<file path="config.mk">
export PLATFORM = sky130hd
export DESIGN_NAME = msf_ram
export DESIGN_NICKNAME = d
export VERILOG_FILES = /design/src/rtl/msf_ram.sv
export SDC_FILE = /design/constraint.sdc
export NUM_CORES = 2
export LEC_CHECK = 0
export BUFFER_PORTS_ARGS = -buffer_cell sky130_fd_sc_hd__buf_4
export CORE_MARGIN = 10
export CORE_UTILIZATION = 55
export DETAILED_ROUTE_END_ITERATION = 10
export PLACE_DENSITY_LB_ADDON = 0.2
export SYNTH_ARGS = -nofsm -noshare
export SYNTH_HDL_FRONTEND = slang
export SYNTH_SLANG_ARGS = --single-unit
export TNS_END_PERCENT = 20
</file>
<file path="constraint.sdc">
create_clock -name clk -period 2.6 [get_ports clk]
set_clock_uncertainty 0.15 [all_clocks]
set_input_delay 0.26 -clock clk [delete_from_list [all_inputs] [get_ports clk]]
set_output_delay 0.26 -clock clk [all_outputs]
set_load 0.02 [all_outputs]
</file>
<file path="src/rtl/msf_ram.sv">
`default_nettype none
module msf_ram #(
  parameter int WIDTH = 8,
  parameter int DEPTH = 256
) (
  input  wire logic                     clk,
  input  wire logic                     we,
  input  wire logic [$clog2(DEPTH)-1:0] waddr,
  input  wire logic [WIDTH-1:0]         wdata,
  input  wire logic [$clog2(DEPTH)-1:0] raddr,
  output logic      [WIDTH-1:0]         rdata
);

  logic [WIDTH-1:0] mem [DEPTH];

  always_ff @(posedge clk) begin
    if (we) begin
      mem[waddr] <= wdata;
    end
    rdata <= mem[raddr];
  end

endmodule
`default_nettype wire

</file>
==> reports/qor.csv <==
metric,value,unit
status,completed,
track_usage,24.9,%
rows,139,
power_density,741,mW/mm^2
dr.max_layer_used,met5,
dieArea,0.160,sq mm
io_buffers,33,
tightest_slew,804,ps
crit_arrival,3070,ps
synth_compound_area_share,3.42,%
end_kind,flop,
grt_setup_unrepaired,true,
syn-instance-count,3733,
post_drt_wl_per_cell,30.8,um
first_iter_violations,5030,
dp_slack,-1090,ps
yosys-top-cells-count,"edfxtp_1, mux4_2, nor2_1",
min_period,2530,ps
detailed_place_hpwl,130000,um
cp_max_fo,1,
vias_per_cell,6.36,
die_x,400,um
synthSimpleGateAreaFrac,2.63,%
clock_latency,830,ps
avgSynthCellArea,21.3,sq um
final_net_count,4485,
pwr-share-comb,5.6,%
cts_num_sinks,2056,
ys_ff_latch,2056,
num_vias,41600,
finalWirelength,201000,um
syn-num-nets,3759,
antenna_found_initial,11,
clk_pin_slew,60,ps
ys_warn_count,0,
grt_overflow_total,0,
grt_max_degree,87,
p_total,69.5,mW
ys.flop_type,edfxtp_1,
grt_pass1_wl,294000,um
core_area,0.144,sq mm
peakVddDrop,0.642,mV
synth_fa_ha_area_share,0,%
p_leak,30.6,nW
final_core_utilization,65.3,%
cts_tree,yes,
synth_area_leaders,"edfxtp_1, mux4_2, mux2i_1",
cap_violations,0,
cts_max_path_buffers,3,
synth_top_family_by_area,multiplexers,
grt_pass1_vias,41800,
power_frac_seq,52.7,%
die_h,400,um
report.final.hold_viol_count,0,
min_path_cells,4,
required,3140,ps
worstSetupPathType,reg2reg,
drc_errors,0,
ios,34,
max-slew-margin-rel,46.2,%
period_share,97.3,%
synth_mux_area_share,14.6,%
fin_setup_tns,0,ps
ant_nets,0,
drt-met1-wl,79200,um
p_switching,14.7,mW
maxSlewViolCount,0,
async_reset_ff_share,0,%
ys_types,55,
p_clk_share,41.7,%
dr.pass1.iters,5,
synth_area,0.0796,sq mm
met3_wirelength,19000,um
synth_xor_area_share,0,%
synth_top_area_share,77.3,%
p_int,54.8,mW
layout_setup_ws,70.7,ps
drive_gt1_share,32.7,%
htreeDepth,4,
cts_made_buffers,200,
initial_core_util,55.4,%
yosysTopAreaCell,edfxtp_1,
synth_most_common_cell,edfxtp_1,
place_congestion,0.885,
wl_met2,96600,um
finalSetupViolCount,0,
start_kind,flop,
areaGrowthSynthToFinish,17.9,%
holdWs,107,ps
p_sw_share,21.2,%
reg2reg_depth,6,
ys_seq_area_share,77.5,%
max_freq,395,MHz
hold_path_class,in2reg,
cts_root_buffer,clkbuf_16,
synth_edf_count,2048,
cells in the final DEF (no fill, tap or decap), types with 7 or more instances in the layout:
cell           netlist  final
a211oi_1            16     16
a21oi_1             96     96
a221oi_1            13     12
a22o_1               8      8
a22oi_1            133    133
buf_12               8     60
buf_4               27    670
buf_8               13      8
bufinv_16            0     22
clkbuf_1           111     43
clkbuf_16            0    203
clkinv_1             1     44
clkinv_2             0     39
dfxtp_1              8      8
dlygate4sd3_1        0     17
edfxtp_1          2048   2048
inv_6                0      7
mux2i_1            134    134
mux4_2             454    454
nand2_1             33     33
nand2b_1             8      8
nand3_1             34     34
nand4_1             10     10
nor2_1             282    279
nor2b_1             31     28
nor3_1              22     18
nor4_1              24     18
nor4_2               3      7
o211ai_1            10     10
o21ai_0             10     10
o221ai_1            46     46
o22ai_1             28     28
flip-flops by register name, indices dropped and copies added, names as in the netlist:
name	count
mem	2048
rdata	8
final timing paths:
check | start | slack, ps | to
min | waddr[5] | 110 | mem[180][5]
max reg2reg | mem[64][2] | 70 | rdata[2]
max | mem[64][2] | 70 | rdata[2]
min reg2reg | mem[32][5] | 920 | rdata[5]
layer usage:
layer	up-vias	track usage (%)
li1	17200	-
met1	21900	35.3
met4	14	8.07
met3	389	5.31
met2	2117	39.0
met5	-	0
per-stage QoR:
| stage | cell area (sq um) | instances |
|---|---|---|
| finish | 93800 | 6540 |
| global route | 93800 | 6536 |
| CTS | 93700 | 6536 |
| detailed placement | 86900 | 6143 |
| global placement | 86900 | 6143 |
| floorplan | 79600 | 3733 |
repair_timing:
item / CTS / global route
setup buffers: 0 / 0
gates cloned: 0 / 0
gates resized for setup: 9 / 5
endpoints found under the setup margin: 5 / 5
hold endpoints to repair: 1326 / 0
hold buffers: 17 / 0
critical path: stages (launching register included):
cell,delay [ps]
edfxtp_1,390
mux4_2,490
mux4_2,510
nor2b_1,210
nor4_4,400
buf_4,190
nor4_2,40
final cells by class:
type                       instances  area, sq um
sequential                      2056        61700
fill                            9593        49900
multi-input combinational       1442        16600
timing repair buffer             757         6550
clock buffer                     249         5280
tap                             1903         2380
clock inverter                   127         1310
antenna                            4         10.0
inverter                           2         7.51
power groups by stage:
stage / registers (mW) / clock network [mW] / logic [mW]
floorplan: 37.3 / 0 / 1.77
CTS: 36.6 / 29.3 / 3.89
finish: 36.6 / 29.0 / 3.89
detailed placement: 37.3 / 0 / 3.83
global route: 36.6 / 30.7 / 4.08
global placement: 37.3 / 0 / 3.78
cell families (layout without fill, tap and decap cells):
| kind of cell | after synthesis | count (layout) |
|---|---|---|
| and+or+nand+nor | 466 | 466 |
| other | 0 | 4 |
| AOI/OAI and AO/OA | 385 | 385 |
| buffers and inverters | 235 | 1135 |
| DFF | 2056 | 2056 |
| muxes | 591 | 591 |
No activity file was read; power rests on OpenSTA's default activity.
