### src/rtl/msf_pkg.sv
`default_nettype none
package msf_pkg;

  localparam int MAX_PRIMES   = 128;
  localparam int MASK_ENTRIES = 512;
  localparam int SLOT_W       = 7;
  localparam int RES_W        = 9;
  localparam int PRIME_W      = 9;
  localparam int COUNT_W      = 8;
  localparam int MASK_AW      = SLOT_W + RES_W;

  localparam logic [2:0] CMD_PRIME    = 3'd0;
  localparam logic [2:0] CMD_Z_ORDER  = 3'd1;
  localparam logic [2:0] CMD_RHO_ORD  = 3'd2;
  localparam logic [2:0] CMD_Z_MASK   = 3'd3;
  localparam logic [2:0] CMD_RHO_MASK = 3'd4;
  localparam logic [2:0] CMD_QUERY    = 3'd5;

  typedef struct packed {
    logic [2:0]         command;
    logic [SLOT_W-1:0]  slot;
    logic [RES_W-1:0]   residue;
    logic [8:0]         load_value;
    logic signed [31:0] numerator;
    logic [30:0]        denominator;
  } in_t;

  typedef struct packed {
    logic [COUNT_W-1:0] z_depth;
    logic               z_survives;
    logic [COUNT_W-1:0] rho_depth;
    logic               rho_survives;
  } out_t;

  typedef struct packed {
    logic               start;
    logic [31:0]        a_abs;
    logic               a_neg;
    logic [30:0]        b;
    logic [PRIME_W-1:0] p;
  } mod_req_t;

  typedef struct packed {
    logic               done;
    logic [PRIME_W-1:0] idx;
  } mod_res_t;

endpackage
`default_nettype wire

### src/rtl/msf_modunit.sv
`default_nettype none
module msf_modunit import msf_pkg::*; (
  input  wire logic     clk,
  input  wire logic     rst,
  input  wire mod_req_t req,
  output mod_res_t      res
);

  localparam logic [2:0] M_IDLE = 3'd0;
  localparam logic [2:0] M_RED  = 3'd1;
  localparam logic [2:0] M_POW  = 3'd2;
  localparam logic [2:0] M_FIN  = 3'd3;

  logic [2:0]         state;
  logic [4:0]         cnt;
  logic [3:0]         k;
  logic [3:0]         eb;
  logic [31:0]        a_sh;
  logic [31:0]        b_sh;
  logic               neg;
  logic [PRIME_W-1:0] p;
  logic [PRIME_W-1:0] ra;
  logic [PRIME_W-1:0] rb;
  logic [PRIME_W-1:0] x;
  logic [PRIME_W-1:0] r;
  logic [PRIME_W-1:0] e;
  logic [PRIME_W-1:0] acc1;
  logic [PRIME_W-1:0] acc2;
  logic [PRIME_W-1:0] ra_next;
  logic [PRIME_W-1:0] rb_next;
  logic [PRIME_W-1:0] acc1_next;
  logic [PRIME_W-1:0] acc2_next;
  logic [PRIME_W-1:0] am;

  function automatic logic [PRIME_W-1:0] reduce(input logic [PRIME_W+1:0] v,
                                                input logic [PRIME_W-1:0] m);
    logic [PRIME_W+1:0] m1;
    logic [PRIME_W+1:0] m2;
    logic [PRIME_W+1:0] o;
    m1 = {2'b00, m};
    m2 = {1'b0, m, 1'b0};
    if (v >= m2) begin
      o = v - m2;
    end else if (v >= m1) begin
      o = v - m1;
    end else begin
      o = v;
    end
    return o[PRIME_W-1:0];
  endfunction

  always_comb begin
    ra_next   = reduce({1'b0, ra, a_sh[31]}, p);
    rb_next   = reduce({1'b0, rb, b_sh[31]}, p);
    acc1_next = reduce({1'b0, acc1, 1'b0} + {2'b00, (x[k[3:0]] ? r : '0)}, p);
    acc2_next = reduce({1'b0, acc2, 1'b0} + {2'b00, (x[k[3:0]] ? x : '0)}, p);
    am        = (neg && ra_next != '0) ? p - ra_next : ra_next;
  end

  always_ff @(posedge clk) begin
    if (rst) begin
      state    <= M_IDLE;
      res.done <= 1'b0;
    end else begin
      res.done <= 1'b0;
      case (state)
        M_IDLE: begin
          if (req.start) begin
            p    <= req.p;
            neg  <= req.a_neg;
            a_sh <= req.a_abs;
            b_sh <= {1'b0, req.b};
            ra   <= '0;
            rb   <= '0;
            cnt  <= '0;
            if (req.p < PRIME_W'(2)) begin
              res.idx  <= req.p;
              res.done <= 1'b1;
            end else begin
              state <= M_RED;
            end
          end
        end
        M_RED: begin
          ra   <= ra_next;
          rb   <= rb_next;
          a_sh <= {a_sh[30:0], 1'b0};
          b_sh <= {b_sh[30:0], 1'b0};
          cnt  <= cnt + 5'd1;
          if (cnt == 5'd31) begin
            ra <= am;
            if (rb_next == '0) begin
              res.idx  <= p;
              res.done <= 1'b1;
              state    <= M_IDLE;
            end else begin
              x     <= rb_next;
              r     <= PRIME_W'(1);
              e     <= p - PRIME_W'(2);
              eb    <= '0;
              k     <= 4'(PRIME_W - 1);
              acc1  <= '0;
              acc2  <= '0;
              state <= M_POW;
            end
          end
        end
        M_POW: begin
          acc1 <= acc1_next;
          acc2 <= acc2_next;
          k    <= k - 4'd1;
          if (k == 4'd0) begin
            if (e[0]) begin
              r <= acc1_next;
            end
            x    <= acc2_next;
            e    <= e >> 1;
            eb   <= eb + 4'd1;
            k    <= 4'(PRIME_W - 1);
            acc1 <= '0;
            acc2 <= '0;
            if (eb == 4'(PRIME_W - 1)) begin
              x     <= ra;
              state <= M_FIN;
            end
          end
        end
        M_FIN: begin
          acc1 <= acc1_next;
          acc2 <= acc2_next;
          k    <= k - 4'd1;
          if (k == 4'd0) begin
            res.idx  <= acc1_next;
            res.done <= 1'b1;
            state    <= M_IDLE;
          end
        end
        default: state <= M_IDLE;
      endcase
    end
  end

endmodule
`default_nettype wire

### config.mk
export PLATFORM = sky130hd
export DESIGN_NAME = msf_modunit
export DESIGN_NICKNAME = d
export VERILOG_FILES = /design/src/rtl/msf_pkg.sv /design/src/rtl/msf_modunit.sv
export SDC_FILE = /design/constraint.sdc
export NUM_CORES = 1
export LEC_CHECK = 0
export ABC_CLOCK_PERIOD_IN_PS = 10400
export BUFFER_PORTS_ARGS = -buffer_cell sky130_fd_sc_hd__buf_2
export CORE_UTILIZATION = 30
export DETAILED_ROUTE_END_ITERATION = 16
export PLACE_DENSITY = 0.48
export SYNTH_ARGS = -nofsm -noshare
export SYNTH_HDL_FRONTEND = slang
export SYNTH_SLANG_ARGS = --single-unit
### constraint.sdc
create_clock -name clk -period 10.4 [get_ports clk]
set_clock_uncertainty 0.15 [all_clocks]
set_input_delay 0.52 -clock clk [delete_from_list [all_inputs] [get_ports clk]]
set_output_delay 0.52 -clock clk [all_outputs]
set_load 0.1 [all_outputs]
==> reports/qor.txt <==
Hold-fix buffers, CTS: 0
Most instantiated cells after synthesis: nand2_1 (244), edfxtp_1 (159), ha_1 (102)
Placed cell area: 13100 um^2
Worst Setup End Kind: flop
Total GRT Usage: 16.9%
Slowest cell on crit path: mux4_2
Post-CTS Setup Inserts: 0
Crit-path cells: mux4_2 -> mux2i_1 -> o21ai_1 -> buf_4 -> and2_1 -> ha_1 -> fa_1 -> a21o_1 -> a21oi_1 -> o21bai_1 -> a21oi_1 -> xnor2_1 -> ha_1 -> nand4_1 -> nor2_1 -> o21ai_0 -> and3b_1 -> and3_1 -> nand2_1 -> mux2_2 -> a21oi_1 -> o32ai_1
Vias: 9683
Setup Total Neg Slack: 0 ns
Synth Register Bits: 162
Leading area contributor after synthesis: edfxtp_1
F_max: 0.168 GHz
N_diodes: 0
Clock share of power: 33.0%
Worst-skew pair later-pin latency: 0.44 ns
Post-CTS resize count: 0
# clock sinks: 162
Sw Share: 31.9%
Power Dens Cells: 137 nW/um^2
Post-synth EDFFs: 159
Final net count: 1546
Worst vdd ir: 0.126 mV
Drt wl/cell: 18.0 um
Synth top area cells: edfxtp_1 (40%), ha_1 (11%), nand2_1 (7.6%)
CP dominant cell by count: a21oi_1
DRC violations left: 2
Cell area after synthesis: 12000 um^2
Area Growth Syn to Fin: 13.6%
Max incr delay on CP: 0.52 ns
H-tree depth: 4
Filler cells: 4159
Crit path kind: flop to flop
Top cell type's share of synthesized area: 39.7%
Period utilization: 57.4%
Starting DRC count in detailed routing: 708
Dpl hpwl: 25300 um
Most common cell in the netlist: nand2_1
Total of warnings raised by yosys: 0
Clk Tree Root Cell: clkbuf_16
NetSw: 597 uW
Max-Cap Viols: 0
Bufs on Longest Clock Path: 2
Worst Max-Slew Pin Slew: 1.04 ns
Synth async-reset ratio: 0%
Setup crit start kind: flop
Logic pwr share: 24.9%
Initial antenna violation count: 4
HP Class: input port to flop
First-pass GRT wire length: 53900 um
RSZ-0062 raised after global routing: false
Leak Pwr: 0.00561 uW
Placer Congestion: 0.860
Yosys cell types: 84
Detailed Routing Iterations Pass 1: 11
Number of global-route vias before repair: 9505
Standard-cell rows: 73
Mapped Cells: 1278
Syn nets: 1467
Final min period: 5.96 ns
WL final: 34000 um
Synth Area per Inst: 9.42 um^2
Die Area: 40900 um^2
Share of layout cells above drive strength 1: 12.3%
Sequential area share after synthesis: 40.2%
Int Pwr: 1270 uW
Largest net degree at the start of global routing: 77
Final ANT Viol Nets: 0
Overflow after GRT: 0
Final instance area: 13700 um^2
Starting density of the core: 30.4%
TritonCTS Buffers: 17
Placeable core area: 39600 um^2
Status: finished with violations
Failing checks: DRC
I/O Buffers: 85
Pins Over Slew Limit: 0
Main flop type after synthesis: edfxtp_1
Rel. slew slack: 30.4%
Worst endpoint required time: 10.40 ns
Die Y: 202 um
Crit path DAT: 5.97 ns
Hold Fails Final Rpt: 0
CTS tree: built
Total I/O pin count: 86
Flop pwr share: 42.0%
Worst-path clk slew: 0.07 ns
Final setup fails: 0
Via density per instance: 5.11
DIE WIDTH: 202 um
Crit-path max FO: 11
-- layout by cell type (no fill, tap or decap), drive strengths merged, types with 7 or more instances in the layout --
| cell type | synthesis | routed |
|---|---|---|
| o21bai | 10 | 10 |
| and2 | 36 | 36 |
| buf | 9 | 98 |
| a31oi | 7 | 7 |
| a21o | 22 | 22 |
| nand4 | 16 | 16 |
| xor2 | 19 | 19 |
| ha | 102 | 102 |
| nor2 | 90 | 90 |
| clkbuf | 29 | 17 |
| o211ai | 7 | 7 |
| nand2b | 14 | 14 |
| o21ai | 56 | 56 |
| or2 | 7 | 7 |
| o221ai | 8 | 8 |
| a21oi | 83 | 83 |
| nand3 | 13 | 13 |
| xnor2 | 50 | 50 |
| fa | 11 | 11 |
| edfxtp | 159 | 159 |
| or3 | 8 | 8 |
| nor2b | 23 | 23 |
| o21a | 20 | 20 |
| nor3 | 24 | 24 |
| inv | 63 | 67 |
| a211oi | 13 | 13 |
| and3 | 11 | 11 |
| mux2i | 25 | 25 |
| nand2 | 245 | 245 |
-- power by group through the flow --
stage | sequential [uW] | clock [uW] | combinational (uW)
2_1_floorplan | 803 | 0 | 334
3_3_place_gp | 799 | 0 | 464
3_5_place_dp | 800 | 0 | 466
4_1_cts | 786 | 629 | 469
5_1_grt | 789 | 654 | 523
6_report | 786 | 618 | 467
-- registers in the layout (all words and copies together) (netlist names) --
signal and cells:
a_sh 32, acc1 9, acc2 9, b_sh 32, cnt 5, e 9, eb 4, k 4
neg 1, p 9, r 9, ra 9, rb 9, res 10, state 2, x 9
-- worst max-delay path, delay by kind of cell, from the launching register on --
family | cells | cell delay [ns]
xor+xnor | 1 | 0.15
flops | 1 | 0.47
compound gates | 8 | 1.50
buf+inv | 1 | 0.25
mux | 3 | 1.06
fa+ha+maj | 3 | 0.99
simple gates | 6 | 1.12
-- cell families (layout without fill, tap and decap cells) --
kind of cell	after synthesis	in the layout	synth area share (%)
compound gates	287	287	16.0
mux	33	33	3.15
fa+ha+maj	113	113	12.4
flops	162	162	40.2
xor+xnor	69	69	5.02
simple gates	513	513	19.9
buf+inv	101	192	3.27
-- final timing paths --
check,cells after the start,end,startpoint,slack [ns]
max,22,res[6]$_DFFE_PP_,k[0]$_DFFE_PP_,4.44
min,1,p[5]$_DFFE_PP_,req[5],0.12
max reg2reg,22,res[6]$_DFFE_PP_,k[0]$_DFFE_PP_,4.44
min reg2reg,2,b_sh[29]$_DFFE_PP_,b_sh[28]$_DFFE_PP_,0.36
-- per-layer routing --
| layer | up-vias | track usage (%) | part of all wire [%] |
|---|---|---|---|
| met5 | - | 0 | 0.094 |
| met4 | 6 | 4.11 | 1.5 |
| met3 | 35 | 2.97 | 5.0 |
| met2 | 229 | 26.9 | 45 |
| met1 | 4613 | 23.7 | 48 |
| li1 | 4800 | - | - |
-- stage by stage --
step	total power [uW]	std cells	hold slack [ns]	worst slack, ns	utilization [%]
4_1_cts	1880	1894	0.0994	4.50	34.5
2_1_floorplan	1140	1278	0.334	2.93	-
6_report	1870	1894	0.120	4.44	34.5
3_3_place_gp	1260	1863	0.341	4.62	33.1
5_1_grt	1970	1894	0.0993	3.97	34.5
3_5_place_dp	1270	1863	0.343	4.52	33.1
-- cell type report --
cell class / count / area, um^2 / area share (%)
Clock inverter: 14 / 131 / 0.961
Timing Repair Buffer: 98 / 523 / 3.83
Tap cell: 525 / 657 / 4.80
Sequential cell: 162 / 4830 / 35.4
Multi-Input combinational cell: 1015 / 6860 / 50.2
Clock buffer: 17 / 425 / 3.11
Inverter: 63 / 236 / 1.73
No activity file was read; power rests on OpenSTA's default activity.
